## src/design/double_ended_queue_unit_assert.svh

```systemverilog
// assertion macros shared by deq_cmdq and deq_back
`ifndef DOUBLE_ENDED_QUEUE_UNIT_ASSERT_SVH
`define DOUBLE_ENDED_QUEUE_UNIT_ASSERT_SVH

`ifndef SYNTH
`define DEQ_ASSERT(lbl, prop, msg) \
  lbl: assert property (@(posedge clk) disable iff (!rst_n) prop) else $error(msg);
`define DEQ_ASSERT_NEXT(lbl, ante, cons, msg) \
  lbl: assert property (@(posedge clk) disable iff (!rst_n) (ante) |=> (cons)) else $error(msg);
`else
`define DEQ_ASSERT(lbl, prop, msg)
`define DEQ_ASSERT_NEXT(lbl, ante, cons, msg)
`endif

`endif

```

## src/design/deq_pkg.sv

```systemverilog
package deq_pkg;

  localparam int DEPTH      = 16;
  localparam int DATA_WIDTH = 32;
  localparam int AW         = $clog2(DEPTH);
  localparam int CW         = $clog2(DEPTH + 1);
  localparam int VAL_W      = 32;
  localparam int OUT_CNT_W  = 5;
  localparam int QD         = 2;

  typedef enum logic [2:0] {
    OP_PUSH_FRONT = 3'd0,
    OP_PUSH_BACK  = 3'd1,
    OP_POP_FRONT  = 3'd2,
    OP_POP_BACK   = 3'd3,
    OP_DUMP       = 3'd4
  } opcode_t;

  typedef enum logic [1:0] {
    ST_OK    = 2'd0,
    ST_EMPTY = 2'd1,
    ST_FULL  = 2'd2
  } status_t;

  typedef enum logic [2:0] {
    K_PUSH_FRONT,
    K_PUSH_BACK,
    K_POP_FRONT,
    K_POP_BACK,
    K_DUMP,
    K_NOP
  } kind_t;

  typedef enum logic {
    S_RUN,
    S_DUMP
  } back_state_t;

  typedef struct packed {
    logic [2:0]              opcode;
    logic signed [VAL_W-1:0] value;
  } in_word_t;

  typedef struct packed {
    logic signed [VAL_W-1:0] value_out;
    status_t                 status;
    logic [OUT_CNT_W-1:0]    entry_count;
    logic                    last;
  } out_word_t;

  typedef struct packed {
    kind_t                 kind;
    logic [DATA_WIDTH-1:0] data;
  } cmd_t;

  typedef struct packed {
    status_t       status;
    logic [CW-1:0] count;
    logic          last;
    logic          use_rd;
  } res_meta_t;

endpackage

```

## src/design/deq_front.sv

```systemverilog
module deq_front import deq_pkg::*; (
  input  in_word_t in_word,
  output cmd_t     cmd
);

  // classify the incoming word
  always_comb begin
    cmd.data = in_word.value[DATA_WIDTH-1:0];
    case (opcode_t'(in_word.opcode))
      OP_PUSH_FRONT: cmd.kind = K_PUSH_FRONT;
      OP_PUSH_BACK:  cmd.kind = K_PUSH_BACK;
      OP_POP_FRONT:  cmd.kind = K_POP_FRONT;
      OP_POP_BACK:   cmd.kind = K_POP_BACK;
      OP_DUMP:       cmd.kind = K_DUMP;
      default:       cmd.kind = K_NOP;
    endcase
  end

endmodule

```

## src/design/deq_cmdq.sv

```systemverilog
`include "double_ended_queue_unit_assert.svh"

module deq_cmdq import deq_pkg::*; (
  input  logic     clk,
  input  logic     rst_n,
  input  logic     start,
  output logic     busy,
  input  cmd_t     in_cmd,
  output cmd_t     cmd,
  output logic     cmd_valid,
  input  logic     cmd_take
);

  cmd_t              q_r [QD];
  logic              wr_ptr_r, wr_ptr_nxt;
  logic              rd_ptr_r, rd_ptr_nxt;
  logic [1:0]        lvl_r, lvl_nxt;
  logic              push;

  assign busy      = (lvl_r == 2'(QD));
  assign push      = start && !busy;
  assign cmd_valid = (lvl_r != 2'd0);
  assign cmd       = q_r[rd_ptr_r];

  always_comb begin
    wr_ptr_nxt = push ? ~wr_ptr_r : wr_ptr_r;
    rd_ptr_nxt = cmd_take ? ~rd_ptr_r : rd_ptr_r;
    lvl_nxt    = lvl_r + 2'(push) - 2'(cmd_take);
  end

  always_ff @(posedge clk) begin
    if (push) begin
      q_r[wr_ptr_r] <= in_cmd;
    end
  end

  always_ff @(posedge clk) begin
    if (!rst_n) begin
      wr_ptr_r <= 1'b0;
      rd_ptr_r <= 1'b0;
      lvl_r    <= 2'd0;
    end else begin
      wr_ptr_r <= wr_ptr_nxt;
      rd_ptr_r <= rd_ptr_nxt;
      lvl_r    <= lvl_nxt;
    end
  end

  `DEQ_ASSERT(a_q_level, lvl_r <= 2'(QD), "command queue level out of range")
  `DEQ_ASSERT(a_q_take, !cmd_take || (lvl_r != 2'd0), "command taken from empty queue")
  `DEQ_ASSERT_NEXT(a_q_grow, push && !cmd_take, lvl_r == $past(lvl_r) + 2'd1,
                   "queue level did not follow a push")

endmodule

```

## src/design/deq_back.sv

```systemverilog
`include "double_ended_queue_unit_assert.svh"

module deq_back import deq_pkg::*; (
  input  logic      clk,
  input  logic      rst_n,
  input  cmd_t      cmd,
  input  logic      cmd_valid,
  output logic      cmd_take,
  output logic      out_strobe,
  output out_word_t out_word
);

  logic [DATA_WIDTH-1:0] mem [DEPTH];

  back_state_t           state_r, state_nxt;
  logic [AW-1:0]         front_r, front_nxt;
  logic [CW-1:0]         count_r, count_nxt;
  logic [CW-1:0]         idx_r, idx_nxt;
  logic                  res_vld_r, res_vld_nxt;
  res_meta_t             meta_r, meta_nxt;
  logic [DATA_WIDTH-1:0] rd_r;

  logic                  we, re;
  logic [AW-1:0]         wa, ra;
  logic                  is_full, is_empty, dump_last;
  logic [AW-1:0]         back_slot, tail_slot;

  assign is_full   = (count_r == CW'(DEPTH));
  assign is_empty  = (count_r == '0);
  assign back_slot = front_r + count_r[AW-1:0];
  assign tail_slot = back_slot - AW'(1);
  assign dump_last = (idx_r == count_r - CW'(1));

  // next state
  always_comb begin
    state_nxt = state_r;
    case (state_r)
      S_RUN: begin
        if (cmd_valid && cmd.kind == K_DUMP && count_r > CW'(1)) begin
          state_nxt = S_DUMP;
        end
      end
      S_DUMP: begin
        if (dump_last) begin
          state_nxt = S_RUN;
        end
      end
      default: state_nxt = S_RUN;
    endcase
  end

  // datapath control
  always_comb begin
    cmd_take    = 1'b0;
    we          = 1'b0;
    wa          = front_r;
    re          = 1'b0;
    ra          = front_r;
    front_nxt   = front_r;
    count_nxt   = count_r;
    idx_nxt     = idx_r;
    res_vld_nxt = 1'b0;
    meta_nxt    = '{status: ST_OK, count: count_r, last: 1'b1, use_rd: 1'b0};
    case (state_r)
      S_RUN: begin
        if (cmd_valid) begin
          cmd_take    = 1'b1;
          res_vld_nxt = 1'b1;
          case (cmd.kind)
            K_PUSH_FRONT: begin
              if (is_full) begin
                meta_nxt.status = ST_FULL;
              end else begin
                we        = 1'b1;
                wa        = front_r - AW'(1);
                front_nxt = front_r - AW'(1);
                count_nxt = count_r + CW'(1);
              end
            end
            K_PUSH_BACK: begin
              if (is_full) begin
                meta_nxt.status = ST_FULL;
              end else begin
                we        = 1'b1;
                wa        = back_slot;
                count_nxt = count_r + CW'(1);
              end
            end
            K_POP_FRONT: begin
              if (is_empty) begin
                meta_nxt.status = ST_EMPTY;
              end else begin
                re              = 1'b1;
                ra              = front_r;
                meta_nxt.use_rd = 1'b1;
                front_nxt       = front_r + AW'(1);
                count_nxt       = count_r - CW'(1);
              end
            end
            K_POP_BACK: begin
              if (is_empty) begin
                meta_nxt.status = ST_EMPTY;
              end else begin
                re              = 1'b1;
                ra              = tail_slot;
                meta_nxt.use_rd = 1'b1;
                count_nxt       = count_r - CW'(1);
              end
            end
            K_DUMP: begin
              if (is_empty) begin
                meta_nxt.status = ST_EMPTY;
              end else begin
                re              = 1'b1;
                ra              = front_r;
                meta_nxt.use_rd = 1'b1;
                meta_nxt.last   = (count_r == CW'(1));
                idx_nxt         = CW'(1);
              end
            end
            default: ;
          endcase
          meta_nxt.count = count_nxt;
        end
      end
      S_DUMP: begin
        re              = 1'b1;
        ra              = front_r + idx_r[AW-1:0];
        res_vld_nxt     = 1'b1;
        meta_nxt.use_rd = 1'b1;
        meta_nxt.last   = dump_last;
        idx_nxt         = idx_r + CW'(1);
      end
      default: ;
    endcase
  end

  always_ff @(posedge clk) begin
    if (we) begin
      mem[wa] <= cmd.data;
    end
    if (re) begin
      rd_r <= mem[ra];
    end
  end

  always_ff @(posedge clk) begin
    meta_r <= meta_nxt;
    idx_r  <= idx_nxt;
  end

  always_ff @(posedge clk) begin
    if (!rst_n) begin
      state_r   <= S_RUN;
      front_r   <= '0;
      count_r   <= '0;
      res_vld_r <= 1'b0;
    end else begin
      state_r   <= state_nxt;
      front_r   <= front_nxt;
      count_r   <= count_nxt;
      res_vld_r <= res_vld_nxt;
    end
  end

  assign out_strobe           = res_vld_r;
  assign out_word.value_out   = meta_r.use_rd ? VAL_W'(signed'(rd_r)) : '0;
  assign out_word.status      = meta_r.status;
  assign out_word.entry_count = OUT_CNT_W'(meta_r.count);
  assign out_word.last        = meta_r.last;

  `DEQ_ASSERT(a_count_max, count_r <= CW'(DEPTH), "entry count above depth")
  `DEQ_ASSERT(a_dump_idx, (state_r != S_DUMP) || (idx_r < count_r), "dump index past count")
  `DEQ_ASSERT_NEXT(a_dump_end, state_r == S_DUMP && dump_last,
                   state_r == S_RUN && res_vld_r && meta_r.last, "dump did not end on last word")

endmodule

```

## src/design/double_ended_queue_unit.sv

```systemverilog
// bounded double-ended queue of DEPTH words held in a ring buffer
// input: a command word (opcode, value) is taken at a clock edge with start
//   high and busy low; opcodes push front, push back, pop front, pop back,
//   dump, anything else is a no-op
// output: each result word is on out_word for one cycle with out_strobe high;
//   the receiver cannot hold results off
// a front stage decodes commands into a two-entry command queue; a back stage
//   executes them against the store and the front index and entry count
// a command waits in the command queue until the back stage takes it; out_strobe
//   and the result word are registered in the back stage
// throughput: push, pop and no-op do not hold the back stage; a dump emits one word
//   per cycle, one for each held entry, reading one store entry a cycle, and holds
//   later commands; busy rises while the command queue is full behind a dump
// push on a full queue returns status full, pop or dump on an empty queue
//   returns status empty, both with a zero value
// reset: front index and count clear, the command queue empties, the store
//   contents are left as they are and only held entries are ever read
module double_ended_queue_unit import deq_pkg::*; (
  input  logic      clk,
  input  logic      rst_n,
  input  logic      start,
  output logic      busy,
  input  in_word_t  in_word,
  output logic      out_strobe,
  output out_word_t out_word
);

  cmd_t dec_cmd;
  cmd_t cmd;
  logic cmd_valid;
  logic cmd_take;

  deq_front u_front (
    .in_word (in_word),
    .cmd     (dec_cmd)
  );

  deq_cmdq u_cmdq (
    .clk       (clk),
    .rst_n     (rst_n),
    .start     (start),
    .busy      (busy),
    .in_cmd    (dec_cmd),
    .cmd       (cmd),
    .cmd_valid (cmd_valid),
    .cmd_take  (cmd_take)
  );

  deq_back u_back (
    .clk        (clk),
    .rst_n      (rst_n),
    .cmd        (cmd),
    .cmd_valid  (cmd_valid),
    .cmd_take   (cmd_take),
    .out_strobe (out_strobe),
    .out_word   (out_word)
  );

endmodule

```

## config.mk

```make
export PLATFORM = sky130hd
export DESIGN_NAME = double_ended_queue_unit
export DESIGN_NICKNAME = d
export VERILOG_FILES = /design/src/design/deq_pkg.sv /design/src/design/deq_front.sv /design/src/design/deq_cmdq.sv /design/src/design/deq_back.sv /design/src/design/double_ended_queue_unit.sv
export VERILOG_INCLUDE_DIRS = /design/src /design/src/design
export SDC_FILE = /design/constraint.sdc
export NUM_CORES = 1
export LEC_CHECK = 0
export BUFFER_PORTS_ARGS = -buffer_cell sky130_fd_sc_hd__buf_2
export CORE_ASPECT_RATIO = 1.25
export CORE_MARGIN = 2
export CORE_UTILIZATION = 35
export CTS_BUF_LIST = sky130_fd_sc_hd__clkbuf_4 sky130_fd_sc_hd__clkbuf_8
export DETAILED_ROUTE_END_ITERATION = 8
export PLACE_DENSITY_LB_ADDON = 0.15
export RECOVER_POWER = 25
export SYNTH_ARGS = -nofsm -noshare
export SYNTH_HDL_FRONTEND = slang
export SYNTH_SLANG_ARGS = --single-unit
```

## constraint.sdc

```tcl
create_clock -name clk -period 5.68 [get_ports clk]
set_clock_uncertainty 0.2 [all_clocks]
set_input_delay 1.136 -clock clk [delete_from_list [all_inputs] [get_ports clk]]
set_output_delay 1.136 -clock clk [all_outputs]
set_load 0.005 [all_outputs]
```

# [Word level (Yosys, flattened, before mapping)]
# Memories as Yosys holds them, arrays and structs flattened. A register that Yosys moved wholly into a read port is not among the register bits.
# Index checks and enable logic that the tools add are counted.
[classes] n_bitwise=4 reduce_logical=16 n_mux=49 addsub=10 n_lt_le_gt_ge=1 n_eq_ne=16
[op_table] op="2-to-1 mux 32 bit" n=1
[op_table] op="2-to-1 mux 4 bit" n=8
[op_table] op="2-to-1 mux 5 bit" n=6
[op_table] op="case mux 4 bit (2 select lines)" n=3
[op_table] op="case mux 5 bit (2 select lines)" n=2
[op_table] op="2-to-1 mux 1 bit" n=19
[op_table] op="case mux 3 bit (5 select lines)" n=1
[op_table] op="== test 3 x 2 -> 1 bit, second input constant" n=4
[op_table] op="adder 5 x 1 -> 5 bit, second input constant" n=2
[op_table] op="adder 4 bit" n=2
[op_table] op="case mux 1 bit (2 select lines)" n=4
[op_table] op="case mux 2 bit (2 select lines)" n=2
[op_table] op="subtractor 4 x 1 -> 4 bit, second input constant" n=2
[op_table] op="2-to-1 mux 7 bit" n=1
[op_table] op="== test 3 x 1 -> 1 bit, second input constant" n=2
[op_table] op="== test 3 bit, second input constant" n=2
[op_table] op="logical NOT 3 bit" n=2
[op_table] op="OR reduction 2 bit" n=3
[op_table] op="== test 5 x 1 -> 1 bit, second input constant" n=1
[op_table] op="== test 5 bit" n=1
[op_table] op="== test 5 bit, second input constant" n=1
[op_table] op="greater-than comparator 5 x 1 -> 1 bit, second input constant" n=1
[op_table] op="logical NOT 5 bit" n=1
[op_table] op="subtractor 5 x 1 -> 5 bit, second input constant" n=1
[op_table] op="15 further kinds" n=24
[word_totals] ff_bits=29 wordCells=110 ram_bits=582 input_bits=38 output_inout_bits=42 mem_count=2
[mem_list] memory="u_back.mem" words=16 width=32 read_ports=1 rd_ports_with_merged_regs=1 write_ports=1 line="deq_back.sv:13" source="logic [DATA_WIDTH-1:0] mem [DEPTH];"
[mem_list] memory="u_cmdq.q_r" words=2 width=35 read_ports=1 rd_ports_with_merged_regs=1 write_ports=1 line="deq_cmdq.sv:14" source="cmd_t q_r [QD];"

# [Longest topological paths before layout]
# Gate-level depths: netlist (run 1).
[logic_depth] depth_word=7 ltp_mapped=14 ltp_nobuf=11

# [Hierarchy]
# Synthesis (run 1) repeated with hierarchy kept, for this count alone.
[hier_totals] hier_cells=1661 hier_area_um2=26375.3
[modules_own_cells] module="deq_back" n_inst=1 cells_per_inst=1492 area_per_inst_um2=23211.0 seq_area_each_um2=16886.2
[modules_own_cells] module="deq_cmdq" n_inst=1 cells_per_inst=134 area_per_inst_um2=2906.5 seq_area_each_um2=2202.1
[modules_own_cells] module="deq_front" n_inst=1 cells_per_inst=35 area_per_inst_um2=257.7 seq_area_each_um2=0.0

# [Worst setup path before layout (run 1)]
# Ideal clock, no wire load.
[synth_timing] path_kind="flip-flop to flip-flop" from="register u_back.front_r[1]" to="memory u_back.mem[11][0] (enable)" t_arrival_ps=4153 period_less_slack_ps=4814 path_buffers=0 slack_ps=866 stages_incl_launch_ff=9 path_cell_list="dfxtp_1 ha_1 a21o_1 a21oi_1 xor2_1 nor2_1 o21ai_0 xor2_1 nor3_1"
[synth_via] elab_chain_len=5
[synth_rtl] item="start, declared" line="deq_back.sv:16" source="logic [AW-1:0] front_r, front_nxt;"
[synth_rtl] item="start signal, assigned" line="deq_back.sv:160" source="front_r <= front_nxt;"
[synth_rtl] item="adder 4 bit / subtractor 4 x 1 -> 4 bit (equally long branches)" line="deq_back.sv:30, deq_back.sv:75"
[synth_rtl] item="2-to-1 mux 4 bit (on tied branches)" line="deq_back.sv:81, deq_back.sv:71"
[synth_rtl] item="case mux 4 bit (2 select lines)" line="deq_back.sv:69" source="case (cmd.kind)"
[synth_rtl] item="2-to-1 mux 4 bit" line="deq_back.sv:66" source="if (cmd_valid) begin"
[synth_rtl] item="2-to-1 mux 4 bit *" line="deq_back.sv:64" source="case (state_r)"
[synth_rtl] item="end, declared" line="deq_back.sv:13"
# Every way passes the cells marked *; elsewhere a longest branch is shown, timed or not.

==> results of run 1 <==
==> flip-flops by register name, indices dropped and copies added, names as in the netlist, 2 cells and up, named ones only <==
signal / flops
u_back.front_r: 4
u_back.idx_r: 5
u_cmdq.lvl_r: 2
u_back.rd_r: 32
u_cmdq.q_r: 70
u_back.out_word: 8
u_back.count_r: 5
u_back.mem: 512
==> area by class of cell <==
class | instances | area (um2) | share of cell area, %
Inverter | 16 | 60.1 | 0.202
Sequential cell | 644 | 19100 | 64.2
Tap cell | 960 | 1200 | 4.04
Timing Repair Buffer | 130 | 860 | 2.89
Multi-Input combinational cell | 1051 | 6400 | 21.5
Clock buffer | 137 | 1690 | 5.67
Antenna cell | 1 | 2.50 | 0.00841
Clock inverter | 49 | 444 | 1.49
==> through the flow <==
stage	utilization, %	total power [mW]	worst slack [ns]	cell area, um2	cells
floorplan	-	7.73	0.866	26000	1830
global placement	37.6	8.56	1.35	27600	2801
detailed placement	37.6	8.60	1.24	27600	2801
CTS	40.5	12.8	1.21	29800	2987
global route	40.5	13.2	0.979	29700	2988
finish	40.5	12.6	1.28	29700	2988
==> critical path: cells and delay by family, from the launching register on <==
family | cells | cell delay (ns)
compound gates | 2 | 0.55
buf+inv | 2 | 0.94
flops | 1 | 0.82
simple gates | 4 | 1.54
==> power groups by stage <==
stage | Sequential [mW] | Clock (mW) | Combinational, mW
3_3_place_gp | 6.05 | 0 | 2.50
6_report | 5.96 | 4.12 | 2.49
2_1_floorplan | 5.99 | 0 | 1.74
3_5_place_dp | 6.06 | 0 | 2.55
5_1_grt | 5.98 | 4.44 | 2.78
4_1_cts | 5.96 | 4.25 | 2.56
==> metal layers <==
layer	share of wire, %	GRT usage [%]	up-vias	wire [um]
li1	-	-	7154	-
met2	51	30.7	354	34100
met5	0	0	-	0
met1	42	22.2	7809	28300
met3	4.0	2.52	89	2640
met4	2.5	6.18	0	1680
==> logic make-up after synthesis <==
logic type | after synthesis
buffers and inverters | 135
AND/OR/NAND/NOR | 620
adder cells (fa/ha/maj) | 18
AO/OA/AOI/OAI | 294
flip-flops | 644
multiplexers | 95
XOR/XNOR | 24
==> worst paths after layout <==
path / start / depth (start not counted) / slack (ns) / end
worst min register to register: u_cmdq.rd_ptr_r$_SDFFE_PN0P_ / 2 / 0.33 / u_cmdq.rd_ptr_r$_SDFFE_PN0P_
worst max register to register: flip-flop / 8 / 1.28 / u_back.rd_r[20]$_DFFE_PP_
worst min-delay path: u_cmdq.rd_ptr_r$_SDFFE_PN0P_ / 2 / 0.33 / u_cmdq.rd_ptr_r$_SDFFE_PN0P_
worst max-delay path: flip-flop / 8 / 1.28 / u_back.rd_r[20]$_DFFE_PP_
==> cell usage after synthesis, drive strengths merged, types with 16 or more instances <==
cell and n:
edfxtp 619, nand2 285, nor2 132, a21oi 93
nand3 83, mux2i 62, clkbuf 61, buf 58
o21ai 58, and2 43, mux2 33, a32oi 31
nand4 28, a221o 27, a32o 25, dfxtp 25
o221ai 25, nor3 23, ha 16
==> metrics.md, run 1 <==
| Metric | Value |
|---|---|
| Status | `finished clean` |
| Unrepaired setup endpoints after global routing | `false` |
| Initial antenna violation count | `2` |
| Slowest CP cell | `dfxtp_2` |
| Post-synthesis simple-gate area fraction | `between 10% and 20%` |
| Die Area | `76500 um2` |
| Worst EP arrival | `between 4 and 5 ns` |
| Critical Path Sink Type | `flip-flop` |
| Layout cells sized above 1 | `between 10% and 20%` |
| Share of the synthesized area in the top cell type | `a little under three quarters` |
| Max IR drop VDD | `about 0.17 mV` |
| Int Pwr | `8.93 mW` |
| Cells along the critical path | `buf_4 > and4bb_2 > o211ai_2 > or3_1 > nand3_2 > nand2_1 > buf_4 > o221ai_1` |
| Mapped Cells | `about 1800` |
| Worst Hold Class | `flip-flop to flip-flop` |
| Crit-path max FO | `26` |
| Crit path top cell by count | `buf_4` |
| Most used DFF post-synth | `edfxtp_1` |
| Achievable Freq | `227 MHz` |
| Most common cell after layout, fill and taps aside | `edfxtp_1` |
| Num rows | `roughly 110` |
| Number of synthesized flops with an enable pin | `just over 600` |
| IO buf count | `79` |
| Leak Pwr | `10.2 nW` |
| Main combinational cell family by area after synthesis | `simple AND/OR/NAND/NOR gates` |
| Comb pwr share | `19.8%` |
| I/O pin cnt | `80` |
| Synth Area in XOR/XNOR | `less than 1%` |
| Initial DRT Pass Iterations | `5` |
| Slew of the pin with the lowest slew margin | `~1.3 ns` |
| Die height | `around 300 um` |
| Synthesized area | `roughly 26000 um2` |
| Setup_tns | `0 ns` |
| Clock Pin Slew Worst Setup and Hold Paths | `0.06 ns` |
| Area contributors post-synth | `edfxtp_1 71%, nand2_1 4.1%, mux2i_1 2.4%` |
| Drt drc | `0` |
| Final ANT Viol Nets | `0` |
| Relative slew slack | `16.4%` |
| Hold slack | `0.325 ns` |
| Filler instances | `6822` |
| Routability cong. | `0.830` |
| Routed wire per std cell | `~22 um` |
| Switching Share | `between 20% and 30%` |
| Clk_lat worst skew | `around 0.73 ns` |
| Sequential share of power | `47.4%` |
| CTS tree | `yes` |
| Commonest cells after routing, fill and taps aside | `619 x edfxtp_1, 285 x nand2_1, 130 x nor2_1` |
| PwrDens | `423 nW/um2` |
| Width of the die | `between 200 and 250 um` |
| Max-Cap Viols | `0` |
| Synth async-reset ratio | `0%` |
| Number of global-route vias before repair | `about 16000` |
| CP Data Required Time | `5.89 ns` |
| DRT iter0 DRCs | `789` |
| Critical Path Start Type | `flip-flop` |
| Number of H-tree levels | `3` |
| Critical path class | `flip-flop to flip-flop` |
| Period utilisation layout | `between 70% and 80%` |
| Post-Synth Adder-Cell Area | `less than 1%` |
| Max Root-Sink Buffers | `3` |
| Vias/cell | `approximately 5.2` |
| Pins over their slew limit | `0` |
| Cell variety after synth | `68` |
| Initial Util | `35.4%` |
| Post-DP HPWL | `roughly 39000 um` |
| Setup repair bufs after CTS | `0` |
| Fin nets | `2000` |
| Avg Synthesized Cell Area | `around 14 um2` |
| Pin count of the biggest net entering global routing | `around 140` |
| CTS Hold Bufs | `0` |
| Yosys warnings | `0` |
| Clock root buffer | `clkbuf_8` |
| Total congestion overflow | `0` |
| Post-synthesis mux area share | `around 3.8%` |
| Crit path time final | `between 4 and 5 ns` |
| Switching pwr | `~3.6 mW` |
| Final setup fails | `0` |
| Core ar. | `roughly 73000 um2` |
| Number of CTS-inserted buffers | `just over 100` |
| Clock group share of total power | `32.8%` |
| Synth-to-Final Area Change | `14.4%` |
| # resized after CTS | `0` |
| CP max stage delay | `0.82 ns` |
| Compound-Gate Fraction of Synth Area | `7.93%` |
| Clk sinks | `between 600 and 700` |
| Post-Syn Nets | `1886` |
| Global Route Usage Sum | `~18%` |
| Synth Register Bits | `between 600 and 700` |
| Final Hold Fails | `0` |
| Largest area contributor in the netlist | `edfxtp_1` |
| Aggregate routed wire length | `66800 um` |
| First-pass GRT wire length | `between 100000 and 150000 um` |
| Post-synthesis sequential area ratio | `between 70% and 80%` |
| Via count | `~15000` |
(Power assumes the default switching activity.)
==> run 2, diff against run 1 <==
==> constraint.sdc (replaced) <==
create_clock -name clk -period 4.1 [get_ports clk]
set_clock_uncertainty 0.2 [all_clocks]
set_input_delay 0.82 -clock clk [delete_from_list [all_inputs] [get_ports clk]]
set_output_delay 0.82 -clock clk [all_outputs]
set_load 0.005 [all_outputs]
==> run 2 against run 1 <==
Largest cell class unchanged. Worst setup slack got worse by 1.1 ns. Largest power group unchanged. Flip-flop and latch count stayed put. Critical path type unchanged. Register-to-register slack got worse by 1.1 ns. Clock-buffer cell count rose by 12. Final cell count is 1.3% higher. Worst hold slack got worse by 0.25 ns. Die area unchanged. Global-route usage grew 0.31 points. Highest routed layer unchanged.
==> metrics.md, run 2 (same netlist as run 1, synthesis figures left out) <==
| Metric | Value |
|---|---|
| CTS tree | `yes` |
| Initial DRT Pass Iterations | `5` |
| Fin nets | `a little over 2000` |
| Achievable Freq | `between 200 and 300 MHz` |
| CP top delay family | `simple AND/OR/NAND/NOR gates` |
| Pin count of the biggest net entering global routing | `roughly 130` |
| Crit path top cell by count | `ha_1` |
| Core ar. | `~73000 um2` |
| Hold slack | `~0.079 ns` |
| Dpl cells | `about 2800` |
| Pins over their slew limit | `0` |
| # resized after CTS | `0` |
| Status | `finished clean` |
| Routed wire per std cell | `around 23 um` |
| Max reg flops | `512` |
| Met2 usage | `a little over 30%` |
| Max IR drop VDD | `approximately 0.25 mV` |
| Max Root-Sink Buffers | `3` |
| Cells along the critical path | `ha_1 > fa_1 > inv_1 > ha_1 > xnor3_1 > or3_1 > and3_2 > nor2_4 > a221o_1 > o221ai_1` |
| DRT iter0 DRCs | `approximately 1200` |
| Vias/cell | `~5.2` |
| Final Worst Setup Slack | `between 0.15 and 0.2 ns` |
| Synth-to-Final Area Change | `16.1%` |
| Commonest cells after routing, fill and taps aside | `619 x edfxtp_1, 285 x nand2_1, 130 x nor2_1` |
| Period utilisation layout | `a little over nine tenths` |
| Final ANT Viol Nets | `0` |
| CTS Hold Bufs | `0` |
| Start point of the critical path | `u_back.count_r[0]$_SDFFE_PN0P_` |
| CP max stage delay | `between 0.8 and 0.9 ns` |
| Drt drc | `0` |
| Clock root buffer | `clkbuf_8` |
| IO buf count | `79` |
| Met3 capacity usage during global routing | `under 10%` |
| Post-DP HPWL | `roughly 38000 um` |
| Crit-path max FO | `26` |
| Die height | `slightly above 300 um` |
| Path depth of the worst reg2reg path | `10` |
| Largest register by flop count | `u_back.mem` |
| Clk_lat worst skew | `0.73 ns` |
| GR Layer Usage met1 | `a little under a quarter` |
| Slew of the pin with the lowest slew margin | `around 1.2 ns` |
| Pre-CTS WS | `approximately 0.26 ns` |
| Initial antenna violation count | `2` |
| Critical Path Start Type | `flip-flop` |
| Fin cells | `about 3000` |
| Aggregate routed wire length | `around 70000 um` |
| I/O pin cnt | `80` |
| Number of CTS-inserted buffers | `105` |
| Global Route Usage Sum | `approximately 18%` |
| CP Data Required Time | `~4.3 ns` |
| Total congestion overflow | `0` |
| Crit Reg-Reg Startpoint | `u_back.count_r[0]$_SDFFE_PN0P_` |
| Setup repair bufs after CTS | `0` |
| Min-Delay Path Depth | `1` |
| Hold path startpoint | `in_word[15]` |
| FF-to-FF End | `u_back.rd_r[24]$_DFFE_PP_` |
| Final Hold Fails | `0` |
| Gr busiest metal | `met2` |
| Biggest regs | `u_back.mem x512, u_cmdq.q_r x70, u_back.rd_r x32` |
| Slowest CP cell | `nor2_4` |
| Most common cell after layout, fill and taps aside | `edfxtp_1` |
| Routability cong. | `around 0.78` |
| Critical path class | `flip-flop to flip-flop` |
| Crit path time final | `3.93 ns` |
| Number of H-tree levels | `3` |
| Leak Pwr | `~10 nW` |
| R2R setup slack | `about 0.17 ns` |
| Max-Cap Viols | `0` |
| First-pass GRT wire length | `about 100000 um` |
| Relative slew slack | `between 20% and 30%` |
| Critical Path Sink Type | `flip-flop` |
| Clk sinks | `644` |
| Die Area | `about 77000 um2` |
| Via count | `15700` |
| Worst Hold Class | `input port to flip-flop` |
| Layout cells sized above 1 | `~18%` |
| Num rows | `111` |
| Worst EP arrival | `~4.2 ns` |
| Initial Util | `between 30% and 40%` |
| Width of the die | `between 200 and 250 um` |
| Final setup fails | `0` |
| Number of global-route vias before repair | `~16000` |
| Endpoint, Worst Hold | `u_cmdq.q_r[1][15]$_DFFE_PP_` |
| Worst Path Buf+Inv | `1` |
| Unrepaired setup endpoints after global routing | `false` |
| PwrDens | `between 500 and 600 nW/um2` |
| Clock Pin Slew Worst Setup and Hold Paths | `about 0.06 ns` |
-- run 2: how the worst max path moves through the flow --
stage,slack (ns),depth (start not counted),endpoint
after CTS,0.19,10,u_back.rd_r[24]$_DFFE_PP_
after detailed placement,0.26,10,u_back.rd_r[24]$_DFFE_PP_
after global routing,0.10,10,u_back.rd_r[20]$_DFFE_PP_
after floorplan,-0.71,8,u_back.mem[11][0]$_DFFE_PP_
after global placement,0.28,10,u_back.rd_r[20]$_DFFE_PP_
final,0.17,10,u_back.rd_r[24]$_DFFE_PP_
-- run 2: where the power goes --
| group | internal (mW) | leakage [nW] | switching (mW) |
|---|---|---|---|
| registers | 8.09 | 5.79 | 0.109 |
| clock network | 3.10 | 1.14 | 2.59 |
| logic | 1.21 | 3.51 | 2.40 |
-- run 2: cell type report --
type / instances / area, um2
Fill cell: 6771 / 43300
Antenna cell: 1 / 2.50
Sequential cell: 644 / 19100
Multi-Input combinational cell: 1051 / 6400
Timing Repair Buffer: 157 / 1290
Clock buffer: 149 / 1800
Tap cell: 960 / 1200
Clock inverter: 48 / 347
Inverter: 16 / 60.1
-- run 2: worst reg2reg max path, delay by kind of cell, from the launching register on --
kind | cells | cell delay, ns
buffers and inverters | 1 | 0.06
adders and majority gates | 3 | 0.97
xor gates and xnor gates | 1 | 0.25
AOI/OAI and AO/OA | 2 | 0.43
and+or+nand+nor | 3 | 1.43
DFF | 1 | 0.32
-- run 2: metal layers --
metal,vias up,wire (um)
li1,7231,-
met1,7983,28300
met2,415,34600
met3,107,3330
met4,0,1960
met5,-,0
-- run 2: metrics by stage --
| stage | setup TNS [ns] | utilization, % | power [mW] | cell area, um2 |
|---|---|---|---|---|
| 2_1_floorplan | -365.37 | - | 10.7 | 26000 |
| 3_3_place_gp | 0 | 38.2 | 12.0 | 28100 |
| 3_5_place_dp | 0 | 38.2 | 12.0 | 28100 |
| 4_1_cts | 0 | 41.1 | 17.8 | 30200 |
| 5_1_grt | 0 | 41.1 | 18.4 | 30200 |
| 6_report | 0 | 41.1 | 17.5 | 30200 |
